**src/rtl/assert_macros.svh**
```systemverilog
// Assertion macros shared by the RTL.
// Needs clk and rst_n in the scope of each use.
`ifndef ASSERT_MACROS_SVH
`define ASSERT_MACROS_SVH
`ifndef NO_ASSERTIONS
`define TFD_ASSERT_SAME(lbl, ante, cons) \
    lbl: assert property (@(posedge clk) disable iff (!rst_n) (ante) |-> (cons)) \
        else $error("assertion failed");
`define TFD_ASSERT_NEXT(lbl, ante, cons) \
    lbl: assert property (@(posedge clk) disable iff (!rst_n) (ante) |=> (cons)) \
        else $error("assertion failed");
`else
`define TFD_ASSERT_SAME(lbl, ante, cons)
`define TFD_ASSERT_NEXT(lbl, ante, cons)
`endif
`endif

```
**src/rtl/tfd_pkg.sv**
```systemverilog
// Package for the three frame difference motion block: sizes, register codes,
// controller states, command/status structs and small helpers. No dependencies.
`timescale 1ns / 1ps
package tfd_pkg;

    localparam int FRAME_PIXELS   = 4096;
    localparam int MAX_SEPARATION = 4;
    localparam int MAX_CHANNELS   = 4;
    localparam int RING_FRAMES    = 2 * MAX_SEPARATION + 1;
    localparam int PIX_W          = $clog2(FRAME_PIXELS);
    localparam int SLOT_W         = $clog2(RING_FRAMES);
    localparam int ADDR_W         = SLOT_W + PIX_W;
    localparam int MEM_DEPTH      = RING_FRAMES * FRAME_PIXELS;
    localparam int CNT_W          = 13;
    localparam int SQ_W           = 18;
    localparam int CFG_IDX_W      = 3;
    localparam int CFG_DATA_W     = 13;

    typedef enum logic [CFG_IDX_W-1:0] {
        CFG_SEPARATION = 3'd0,
        CFG_ACTIVE_PIX = 3'd1,
        CFG_CHANNELS   = 3'd2,
        CFG_CHECK_EN   = 3'd3,
        CFG_MAX_FG     = 3'd4,
        CFG_THRESHOLD  = 3'd5
    } cfg_idx_t;

    typedef enum logic [2:0] {
        ST_IDLE,
        ST_RDA,
        ST_RDB,
        ST_CHAN,
        ST_SQRT,
        ST_DONE
    } state_t;

    typedef struct packed {
        logic capture;
        logic write_rd_a;
        logic rd_b;
        logic chan_step;
        logic sqrt_step;
        logic finish;
    } cmd_t;

    typedef struct packed {
        logic last_chan;
        logic multi;
        logic sqrt_last;
        logic out_free;
    } status_t;

    // ring slot k frames before the newest one
    function automatic logic [SLOT_W-1:0] slot_back(input logic [SLOT_W-1:0] newest,
                                                    input logic [SLOT_W-1:0] k);
        logic [SLOT_W:0] sum;
        begin
            sum = {1'b0, newest} + (SLOT_W+1)'(RING_FRAMES) - {1'b0, k};
            if (sum >= (SLOT_W+1)'(RING_FRAMES))
                sum = sum - (SLOT_W+1)'(RING_FRAMES);
            slot_back = sum[SLOT_W-1:0];
        end
    endfunction

    function automatic logic [7:0] abs_diff(input logic [7:0] a, input logic [7:0] b);
        begin
            abs_diff = (a > b) ? a - b : b - a;
        end
    endfunction

endpackage

```
**src/rtl/tfd_ctrl.sv**
```systemverilog
// Sequencer for one pixel: history write/reads, channel loop, root search, output.
// Depends on tfd_pkg.
`timescale 1ns / 1ps
module tfd_ctrl (
    input  logic             clk,
    input  logic             rst_n,
    input  logic             in_valid,
    output logic             in_ready,
    input  tfd_pkg::status_t status,
    output tfd_pkg::cmd_t    cmd,
    output tfd_pkg::state_t  state
);
    import tfd_pkg::*;

    state_t state_reg, state_next;

    always_ff @(posedge clk or negedge rst_n)
    begin
        if (!rst_n)
            state_reg <= ST_IDLE;
        else
            state_reg <= state_next;
    end

    always_comb
    begin
        state_next = state_reg;
        cmd        = '0;
        in_ready   = 1'b0;
        case (state_reg)
            ST_IDLE:
            begin
                in_ready = 1'b1;
                if (in_valid)
                begin
                    cmd.capture = 1'b1;
                    state_next  = ST_RDA;
                end
            end
            ST_RDA:
            begin
                cmd.write_rd_a = 1'b1;
                state_next     = ST_RDB;
            end
            ST_RDB:
            begin
                cmd.rd_b   = 1'b1;
                state_next = ST_CHAN;
            end
            ST_CHAN:
            begin
                cmd.chan_step = 1'b1;
                if (status.last_chan)
                    state_next = status.multi ? ST_SQRT : ST_DONE;
            end
            ST_SQRT:
            begin
                cmd.sqrt_step = 1'b1;
                if (status.sqrt_last)
                    state_next = ST_DONE;
            end
            ST_DONE:
            begin
                if (status.out_free)
                begin
                    cmd.finish = 1'b1;
                    state_next = ST_IDLE;
                end
            end
            default: state_next = ST_IDLE;
        endcase
    end

    assign state = state_reg;

endmodule

```
**config.mk**
```make
export PLATFORM = sky130hd
export DESIGN_NAME = tfd_ctrl
export DESIGN_NICKNAME = d
export VERILOG_FILES = /design/src/rtl/assert_macros.svh /design/src/rtl/tfd_pkg.sv /design/src/rtl/tfd_ctrl.sv
export SDC_FILE = /design/constraint.sdc
export NUM_CORES = 1
export LEC_CHECK = 0
export BUFFER_PORTS_ARGS = -buffer_cell sky130_fd_sc_hd__buf_2
export CAP_MARGIN = 40
export CORE_AREA = 2 2 39 41
export DETAILED_ROUTE_END_ITERATION = 12
export DIE_AREA = 0 0 41 43
export PLACE_DENSITY = 0.49
export RECOVER_POWER = 25
export SYNTH_ARGS = -nofsm -noshare
export SYNTH_HDL_FRONTEND = slang
export SYNTH_SLANG_ARGS = --single-unit
```
**constraint.sdc**
```tcl
create_clock -name clk -period 3.2 [get_ports clk]
set_clock_uncertainty 0.2 [all_clocks]
set_input_delay 0.64 -clock clk [delete_from_list [all_inputs] [get_ports clk]]
set_output_delay 0.64 -clock clk [all_outputs]
set_load 0.01 [all_outputs]
```
==> results of run 1 <==
==> Yosys cell counts (all sizes together) <==
cell type  number
a21oi           1
a2bb2oi         2
a31oi           1
and2            1
and2b           1
and3b           1
buf             3
dfrtp           3
mux2i           1
nand2           3
nand2b          1
nand4b          1
nor2            2
nor3            1
nor3b           3
o21bai          1
==> metal layers <==
layer  wire [um]  GRT usage  up-vias
li1            -          -      126
met1         258     0.0877      108
met2         288     0.0969       11
met3          35     0.0157        2
met4          16     0.0800        0
met5           0          0        -
==> what timing repair did <==
action,CTS,global route
buffers inserted,0,0
hold buffers,1,0
endpoints found under the hold margin,3,0
setup endpoints to repair,0,0
==> cell families (layout without fill, tap and decap cells) <==
family,Yosys count,in the layout,synth area share
buffers and inverters,3,21,0.107
and+or+nand+nor,14,14,0.376
DFF,3,3,0.305
muxes,1,1,0.0406
AOI/OAI and AO/OA,5,5,0.173
==> power by group <==
group          internal (mW)  switching (mW)
logic                  0.108          0.0789
registers             0.0579          0.0634
clock network         0.0467          0.0192
total                  0.212           0.161
==> worst paths after layout <==
kind                            cells after the start                    to                 start  slack, ns
worst max-delay path                                3                cmd[5]  state[0]$_DFFE_PN0P_       1.15
max in group asynchronous                           2  state[1]$_DFFE_PN0P_                 rst_n       2.10
worst max register to register                      3  state[0]$_DFFE_PN0P_  state[1]$_DFFE_PN0P_       1.88
worst min-delay path                                2  state[1]$_DFFE_PN0P_             status[3]       0.44
min in group asynchronous                           2  state[0]$_DFFE_PN0P_                 rst_n       0.55
worst min register to register                      1  state[0]$_DFFE_PN0P_  state[0]$_DFFE_PN0P_       0.51
==> cells in the final DEF (no fill, tap or decap), drive strengths merged <==
cell type	instances
nor3b	3
nor2	2
and2b	1
and2	1
nor3	1
nand4b	1
dfrtp	3
buf	15
a2bb2oi	2
clkbuf	5
dlygate4sd3	1
o21bai	1
a31oi	1
a21oi	1
nand2	3
mux2i	1
and3b	1
nand2b	1
==> final cells by class <==
class | instances | area [um2] | area share
sequential | 3 | 75.1 | 0.211
clock buffer | 4 | 26.3 | 0.0739
timing repair buffer | 17 | 88.8 | 0.250
multi-input combinational | 20 | 145 | 0.408
tap | 16 | 20.0 | 0.0563
==> results.md, run 1 <==
* Syn Inst Count at 26
* Critical path peak fanout at 11
* Via count at 247
* Status: finished, final reports clean
* Yosys top cell area share at 0.305
* Tot Pwr at 0.374 mW
* Final wirelength at 599 um
* Headroom to the max-slew limit at 0.749
* Critical Path AT at 1.21 ns
* Core region area at 0.00138 mm2
* Fmax at 0.487 GHz
* Worst path cell trace: nor3_2 > and2_1 > buf_2
* Nets at 52
* Pwr dens at 1050 mW/mm2
* Syn Area/Cell at 9.48 um2
* Unrepaired setup endpoints after global routing: false
* TritonCTS clock tree: done
* Worst hold margin at 0.440 ns
* Root buf cell: clkbuf_4
* Syn Nets at 33
* Number of top-level pins at 17
* Post-route DRC at 0
* Crit-path slowest cell: dfrtp_1
* Initial antenna violation count at 0
* Worst Tran Pin Value at 0.377 ns
* WL/cell at 9.98 um
* Final Setup Violations at 0
* Grt total ovfl at 0
* # clock sinks at 3
* Leading area contributor after synthesis: dfrtp_1
* First-pass GRT wire length at 828 um
* P&R area growth vs syn at 44.2%
* Antenna Nets Post-Route at 0
* Setup WS post-layout at 1.15 ns
* Setup crit end kind: output pin
* Max Slew Vio Count at 0
* # rows at 14
* Synth warn at 0
* DRT Pass-1 Iters at 3
* Yosys reg bits at 3
* N_diodes at 0
* Detailed Route Iter0 Violations at 2
* Min cycle time layout at 2.05 ns
* H-tree levels at 1
* Cell Area, Synth at 246 um2
* Die W at 41 um
* Starting Density at 0.178
* Seq/Total Area, Yosys at 0.305
* GP Congestion at 0.758
* Post-layout util at 0.257
* Clock latency on the worst-skew pair at 0.23 ns
* Number of CTS-inserted buffers at 3
* Leakage power at 0.178 nW
* Unique masters post-synth at 18
* Crit share post-route at 0.641
* Non-Filler Instances at 60
* Max reg flops at 3
* Design area at 355 um2
* PostCTS Resize Cnt at 0
* Crit path max-delay family: flip-flops
* Final Hold Viols at 0
* CP bufs+invs at 1
* Pin count of the biggest net entering global routing at 14
* Post-DP HPWL at 443 um
* Total GRT Usage at 0.0735
* DP Area at 320 um2
* # Max-Cap Violations at 0
* Max clock buf depth at 2
* Vias/cell at 4.12
* Peak VDD IR at 0.258 mV
* Number of global-route vias before repair at 203
* Worst min path class: input pin to flip-flop
* Clk pin slew, worst setup/hold paths at 0.04 ns
* Critical Setup Path Class: flip-flop to output pin
* Die ar. at 0.00176 mm2
* Largest stage delay, worst path at 0.50 ns
* Req. time, crit path at 2.36 ns
* Final setup TNS at 0 ns
* Die Y at 43 um
* Cells after DPL at 55
* Pre-CTS setup slack at 1.33 ns
* Share of cells above drive strength 1 at 0.500
* I/O Buffers at 16
* Fillers at 148
* Area contributors post-synth: dfrtp_1, nor3b_1, a2bb2oi_2
* Setup crit start kind: flip-flop
Power figures use the tool's default switching activity.
==> inputs of run 2 (changes only) <==
--- a/config.mk
+++ b/config.mk
@@ -10,7 +10,7 @@
 export CORE_AREA = 2 2 39 41
 export DETAILED_ROUTE_END_ITERATION = 12
 export DIE_AREA = 0 0 41 43
-export PLACE_DENSITY = 0.49
+export PLACE_DENSITY = 0.51
 export RECOVER_POWER = 25
 export SYNTH_ARGS = -nofsm -noshare
 export SYNTH_HDL_FRONTEND = slang
==> constraint.sdc (replaced) <==
create_clock -name clk -period 1.82 [get_ports clk]
set_clock_uncertainty 0.2 [all_clocks]
set_input_delay 0.364 -clock clk [delete_from_list [all_inputs] [get_ports clk]]
set_output_delay 0.364 -clock clk [all_outputs]
set_load 0.01 [all_outputs]
==> run 2 against run 1 <==
  * Die area unchanged
  * Wire length decreased by 7.7%
  * Global-route usage rose by 0.38 points
  * Cell area is 1.1% higher
  * Sequential cell count is the same
  * Combinational power rose by 77%
  * Largest cell class unchanged
  * First-iteration DRC count shrank 50%
  * Critical path type unchanged
  * Worst hold slack got worse by 0.30 ns
  * Sequential power increased by 77%
==> results.md, run 2 (same netlist as run 1, synthesis figures left out) <==
* Initial antenna violation count at 0 (unchanged)
* Cells after DPL at 55 (unchanged)
* Min cycle time layout at 1.72 ns
* N_diodes at 0 (unchanged)
* Req. time, crit path at 1.26 ns (was 2.36 ns)
* Global Route met2 Usage at 0.103 (was 0.0969)
* Number of global-route vias before repair at 223 (was 203)
* Max reg flops at 3 (unchanged)
* Most frequent cells in the layout: buf_2, nor3b_1, nand2_1, clkbuf_4, dfrtp_2 (was buf_2, nor3b_1, nand2_1, clkbuf_4, dfrtp_1)
* Die W at 41 um (unchanged)
* Critical Path AT at 1.16 ns (was 1.21 ns)
* TritonCTS clock tree: done (unchanged)
* Commonest non-fill, non-tap cell in the layout: buf_2 (unchanged)
* Post-DP HPWL at 413 um (was 443 um)
* Final Hold Viols at 0 (unchanged)
* Met1 track demand over resource at 0.0836 (was 0.0877)
* Clock latency on the worst-skew pair at 0.24 ns (was 0.23 ns)
* Die Y at 43 um (unchanged)
* Number of top-level pins at 17 (unchanged)
* Setup slack, reg-to-reg at 0.60 ns (was 1.88 ns)
* Unrepaired setup endpoints after global routing: false (unchanged)
* Pre-CTS setup slack at 0.298 ns (was 1.33 ns)
* Share of cells above drive strength 1 at 0.568 (was 0.500)
* Pwr dens at 1850 mW/mm2 (was 1050 mW/mm2)
* Clk pin slew, worst setup/hold paths at 0.04 ns (about the same)
* Worst hold margin at 0.139 ns (was 0.440 ns)
* Setup Buffers After CTS at 0 (unchanged)
* Worst Tran Pin Value at 0.200 ns (was 0.377 ns)
* Max Slew Vio Count at 0 (unchanged)
* Crit share post-route at 0.948
* H-tree levels at 1 (unchanged)
* Nets at 52 (unchanged)
* Peak VDD IR at 0.425 mV (was 0.258 mV)
* Critical path peak fanout at 11 (unchanged)
* Final Setup Violations at 0 (unchanged)
* Leakage power at 0.174 nW (was 0.178 nW)
* Die ar. at 0.00176 mm2 (unchanged)
* Final setup TNS at 0 ns (unchanged)
* DRT Pass-1 Iters at 2 (was 3)
* Critical Setup Path Class: flip-flop to output pin (unchanged)
* # rows at 14 (unchanged)
* Detailed Route Iter0 Violations at 1 (was 2)
* Max clock buf depth at 2 (unchanged)
* Setup crit start kind: flip-flop (unchanged)
* # clock sinks at 3 (unchanged)
* I/O Buffers at 16 (unchanged)
* GP Congestion at 0.622 (was 0.758)
* Starting Density at 0.178 (unchanged)
* WL/cell at 9.22 um (was 9.98 um)
* Worst min path class: input pin to flip-flop (unchanged)
* Setup crit end kind: output pin (unchanged)
* First-pass GRT wire length at 848 um (was 828 um)
* Setup WS post-layout at 0.0955 ns (was 1.15 ns)
* Post-route DRC at 0 (unchanged)
* Vias/cell at 4.15 (was 4.12)
* Via count at 249 (was 247)
* Status: finished, final reports clean (unchanged)
* Number of CTS-inserted buffers at 3 (unchanged)
* Fmax at 0.580 GHz
* Core region area at 0.00138 mm2 (unchanged)
* P&R area growth vs syn at 45.7% (was 44.2%)
* Non-Filler Instances at 60 (unchanged)
* GRT busiest layer: met2 (unchanged)
* Antenna Nets Post-Route at 0 (unchanged)
* Global Route met3 Usage at 0.0157 (unchanged)
* Grt total ovfl at 0 (unchanged)
* Total GRT Usage at 0.0773 (was 0.0735)
* Headroom to the max-slew limit at 0.867 (was 0.749)
* Final wirelength at 553 um (was 599 um)
* Root buf cell: clkbuf_4 (unchanged)
* Pin count of the biggest net entering global routing at 14 (unchanged)
* # Max-Cap Violations at 0 (unchanged)
-- run 2: cell count changes in the layout (fill, tap and decap cells not counted) --
cell and change:
dfrtp_1 -3, dfrtp_2 +3
-- run 2: what timing repair did --
action | in CTS | in global routing
setup endpoints to repair | 0 | 4
endpoints found under the hold margin | 3 | 0
hold buffers | 1 | 0
gates resized for setup | 0 | 3
-- run 2: final timing paths --
| kind | from | endpoint | cells after the start |
|---|---|---|---|
| max | state[0]$_DFFE_PN0P_ | cmd[5] | 3 |
| min in group asynchronous | rst_n | state[0]$_DFFE_PN0P_ | 2 |
| min reg2reg | state[0]$_DFFE_PN0P_ | state[1]$_DFFE_PN0P_ | 1 |
| max in group asynchronous | rst_n | state[2]$_DFFE_PN0P_ | 2 |
| min | status[3] | state[1]$_DFFE_PN0P_ | 2 |
| max reg2reg | state[1]$_DFFE_PN0P_ | state[0]$_DFFE_PN0P_ | 3 |
-- run 2: per-stage QoR --
step	utilization	power, mW	instance area, um2
2_1_floorplan	-	0.467	246
3_3_place_gp	0.231	0.544	320
3_5_place_dp	0.231	0.541	320
4_1_cts	0.258	0.672	357
5_1_grt	0.259	0.727	359
6_report	0.259	0.665	359
-- run 2: power by group --
| part | switching [mW] | total [mW] | internal [mW] |
|---|---|---|---|
| clock | 0.0386 | 0.121 | 0.0824 |
| sequential | 0.104 | 0.214 | 0.110 |
| combinational | 0.140 | 0.330 | 0.189 |
-- run 2: per-layer routing --
layer  up-vias  share of wire
met2         9           0.52
met3         2          0.063
met4         0          0.025
met1       110           0.39
met5         -              0
li1        128              -
-- run 2: final cells by class --
type / instances / area (um2)
fill: 159 / 1020
multi-input combinational: 20 / 145
timing repair buffer: 17 / 88.8
sequential: 3 / 78.8
clock buffer: 4 / 26.3
tap: 16 / 20.0
-- run 2: critical path, cell delays in order (launching register included) --
cell and delay, ns:
dfrtp_2 0.47, nor3_2 0.20, and2_1 0.13, buf_2 0.12
==> inputs of run 3 (changes only) <==
--- a/config.mk
+++ b/config.mk
@@ -5,13 +5,15 @@
 export SDC_FILE = /design/constraint.sdc
 export NUM_CORES = 1
 export LEC_CHECK = 0
+export ABC_AREA = 1
 export BUFFER_PORTS_ARGS = -buffer_cell sky130_fd_sc_hd__buf_2
 export CAP_MARGIN = 40
 export CORE_AREA = 2 2 39 41
 export DETAILED_ROUTE_END_ITERATION = 12
 export DIE_AREA = 0 0 41 43
-export PLACE_DENSITY = 0.51
+export PLACE_DENSITY = 0.53
 export RECOVER_POWER = 25
+export REMOVE_ABC_BUFFERS = 1
 export SYNTH_ARGS = -nofsm -noshare
 export SYNTH_HDL_FRONTEND = slang
 export SYNTH_SLANG_ARGS = --single-unit
==> run 3 against run 2 <==
  * Final cell count rose by 33%
  * Worst hold slack better by 0.12 ns
  * Power up 5.8%
  * Combinational power rose by 27%
  * Area after synthesis increased by 11%
  * Synthesized cell count increased by 62%
  * Via count increased by 35%
  * Sequential power fell by 23%
  * Maximum frequency is 0.47% lower
  * Global-route usage increased by 2.0 points
  * Critical path type unchanged
==> results.md, run 3 <==
* Crit path max-delay family: flip-flops (unchanged)
* Number of global-route vias before repair at 281 (was 223)
* Worst min path class: input pin to async pin (was input pin to flip-flop)
* Peak VDD IR at 0.586 mV (was 0.425 mV)
* Cell Area, Synth at 273 um2 (was 246 um2)
* Ys flop type: dfrtp_1 (unchanged)
* # clock sinks at 3 (unchanged)
* DRT Pass-1 Iters at 3 (was 2)
* Setup crit end kind: output pin (unchanged)
* Die ar. at 0.00176 mm2 (unchanged)
* Critical path peak fanout at 6 (was 11)
* Worst hold margin at 0.257 ns (was 0.139 ns)
* # rows at 14 (unchanged)
* Async set-reset flop share out of synthesis at 1.00 (unchanged)
* Synth cell count leaders: nand2_1, inv_1, nor2_1 (was dfrtp_1, nand2_1, nor3b_1)
* Final wirelength at 684 um (was 553 um)
* Starting Density at 0.197 (was 0.178)
* I/O Buffers at 16 (unchanged)
* Pwr dens at 1690 mW/mm2 (was 1850 mW/mm2)
* Number of CTS-inserted buffers at 3 (unchanged)
* Final Setup Violations at 0 (unchanged)
* Commonest non-fill, non-tap cell in the layout: buf_2 (unchanged)
* Leading area contributor after synthesis: dfrtp_1 (unchanged)
* Crit-path slowest cell: dfrtp_1 (was dfrtp_2)
* Share of cells above drive strength 1 at 0.422 (was 0.568)
* Tot Pwr at 0.703 mW (was 0.665 mW)
* Worst path cell trace: nor2_4 > inv_1 > nor3_1 > buf_2 (was nor3_2 > and2_1 > buf_2)
* WL/cell at 8.55 um (was 9.22 um)
* Min cycle time layout at 1.73 ns (was 1.72 ns)
* First-pass GRT wire length at 1.06 mm (was 848 um)
* FF+latch area at 76.3 um2 (was 78.8 um2)
* Req. time, crit path at 1.26 ns (about the same)
* Post-DP HPWL at 527 um (was 413 um)
* Yosys reg bits at 3 (unchanged)
* Status: finished, final reports clean (unchanged)
* Antenna Nets Post-Route at 0 (unchanged)
* Area taken by multi-input logic gates at 148 um2 (was 145 um2)
* Max clock buf depth at 2 (unchanged)
* Total GRT Usage at 0.0977 (was 0.0773)
* Grt total ovfl at 0 (unchanged)
* Critical Path AT at 1.17 ns (was 1.16 ns)
* CP bufs+invs at 2 (was 1)
* Final Hold Viols at 0 (unchanged)
* Via count at 336 (was 249)
* Detailed Route Iter0 Violations at 5 (was 1)
* Synth warn at 0 (unchanged)
* Max Slew Vio Count at 0 (unchanged)
* Post-route DRC at 0 (unchanged)
* Die Y at 43 um (unchanged)
* Headroom to the max-slew limit at 0.833 (was 0.867)
* Vias/cell at 4.20 (was 4.15)
* Die W at 41 um (unchanged)
* Critical Setup Path Class: flip-flop to output pin (unchanged)
* Nets at 72 (was 52)
* Root buf cell: clkbuf_4 (unchanged)
* Setup crit start kind: flip-flop (unchanged)
* H-tree levels at 1 (unchanged)
* EDFF count, synth at 0 (unchanged)
* Worst Tran Pin Value at 0.251 ns (was 0.200 ns)
* Crit share post-route at 0.952 (was 0.948)
* Clock latency on the worst-skew pair at 0.24 ns (about the same)
* Leakage power at 0.256 nW (was 0.174 nW)
* # Max-Cap Violations at 0 (unchanged)
* Seq/Total Area, Yosys at 0.275 (was 0.305)
* DP Area at 355 um2 (was 320 um2)
* Most frequent cells in the layout: buf_2, nand2_1, inv_1 (was buf_2, nor3b_1, nand2_1, clkbuf_4, dfrtp_2)
* P&R area growth vs syn at 52.8% (was 45.7%)
* Final setup TNS at 0 ns (unchanged)
* Area contributors post-synth: dfrtp_1, nand2_1, inv_1 (was dfrtp_1, nor3b_1, a2bb2oi_2)
* Largest stage delay, worst path at 0.45 ns (was 0.47 ns)
* Initial antenna violation count at 0 (unchanged)
* Syn Area/Cell at 6.49 um2 (was 9.48 um2)
* Design area at 417 um2 (was 359 um2)
* N_diodes at 0 (unchanged)
* Top-count cell post-synth: nand2_1
* Clk pin slew, worst setup/hold paths at 0.04 ns (about the same)
* Syn Inst Count at 42 (was 26)
* Fillers at 165 (was 159)
* Unique masters post-synth at 16 (was 18)
* Number of top-level pins at 17 (unchanged)
* Fmax at 0.577 GHz (was 0.580 GHz)
* TritonCTS clock tree: done (unchanged)
* Max reg flops at 3 (unchanged)
* Yosys top cell area share at 0.275 (was 0.305)
* GP Congestion at 0.795 (was 0.622)
* Core region area at 0.00138 mm2 (unchanged)
* Pin count of the biggest net entering global routing at 10 (was 14)
==> run 3: cell types whose count changed after synthesis, sizes merged, moves of 2 or more <==
cell	delta
nor2	+5
o21ai	+3
nor3b	-3
a2bb2oi	-2
buf	-2
nand2	+8
nand3	+2
inv	+8
==> run 3: logic make-up after synthesis <==
| family | synth area share |
|---|---|
| simple gates | 0.417 |
| flops | 0.275 |
| buf+inv | 0.202 |
| compound gates | 0.105 |
==> run 3: worst paths after layout <==
path | startpoint | end | slack, ns | cells after the start
worst min register to register | state[0]$_DFFE_PN0P_ | state[1]$_DFFE_PN0P_ | 0.51 | 2
max in group asynchronous | rst_n | state[0]$_DFFE_PN0P_ | 0.99 | 2
min in group clk | status[3] | state[1]$_DFFE_PN0P_ | 0.26 | 4
worst max-delay path | state[1]$_DFFE_PN0P_ | cmd[5] | 0.09 | 4
worst min-delay path | rst_n | state[1]$_DFFE_PN0P_ | 0.26 | 2
worst max register to register | state[2]$_DFFE_PN0P_ | state[0]$_DFFE_PN0P_ | 0.41 | 6
==> run 3: metal layers <==
metal | vias to the layer above | global-route usage | wire length, um
li1 | 178 | - | -
met1 | 139 | 0.117 | 300
met2 | 15 | 0.116 | 286
met3 | 4 | 0.0471 | 66
met4 | 0 | 0.100 | 31
met5 | - | 0 | 0
==> run 3: cell type report <==
class,instances,area share
Sequential cell,3,0.183
Multi-Input combinational cell,29,0.354
Inverter,8,0.0721
Clock buffer,4,0.0631
Tap cell,16,0.0480
Timing Repair Buffer,20,0.279
==> run 3: power by group <==
group | leakage (nW) | internal, mW | switching (mW)
clock network | 0.0150 | 0.0823 | 0.0366
registers | 0.0360 | 0.102 | 0.0619
logic | 0.205 | 0.188 | 0.232
==> run 3: what timing repair did <==
| item | in CTS | in global routing |
|---|---|---|
| pin swaps | 0 | 0 |
| endpoints found under the setup margin | 1 | 3 |
| resized for setup | 1 | 1 |
| buffers inserted | 0 | 2 |
| hold buffers | 1 | 0 |
| hold endpoints to repair | 3 | 0 |
==> run 3: through the flow <==
step           instances  utilization  worst slack (ns)
2_1_floorplan         40            -             0.252
3_3_place_gp          73        0.257             0.259
3_5_place_dp          73        0.257             0.239
4_1_cts               78        0.287            0.0104
5_1_grt               80        0.301          -0.00249
6_report              80        0.301            0.0874
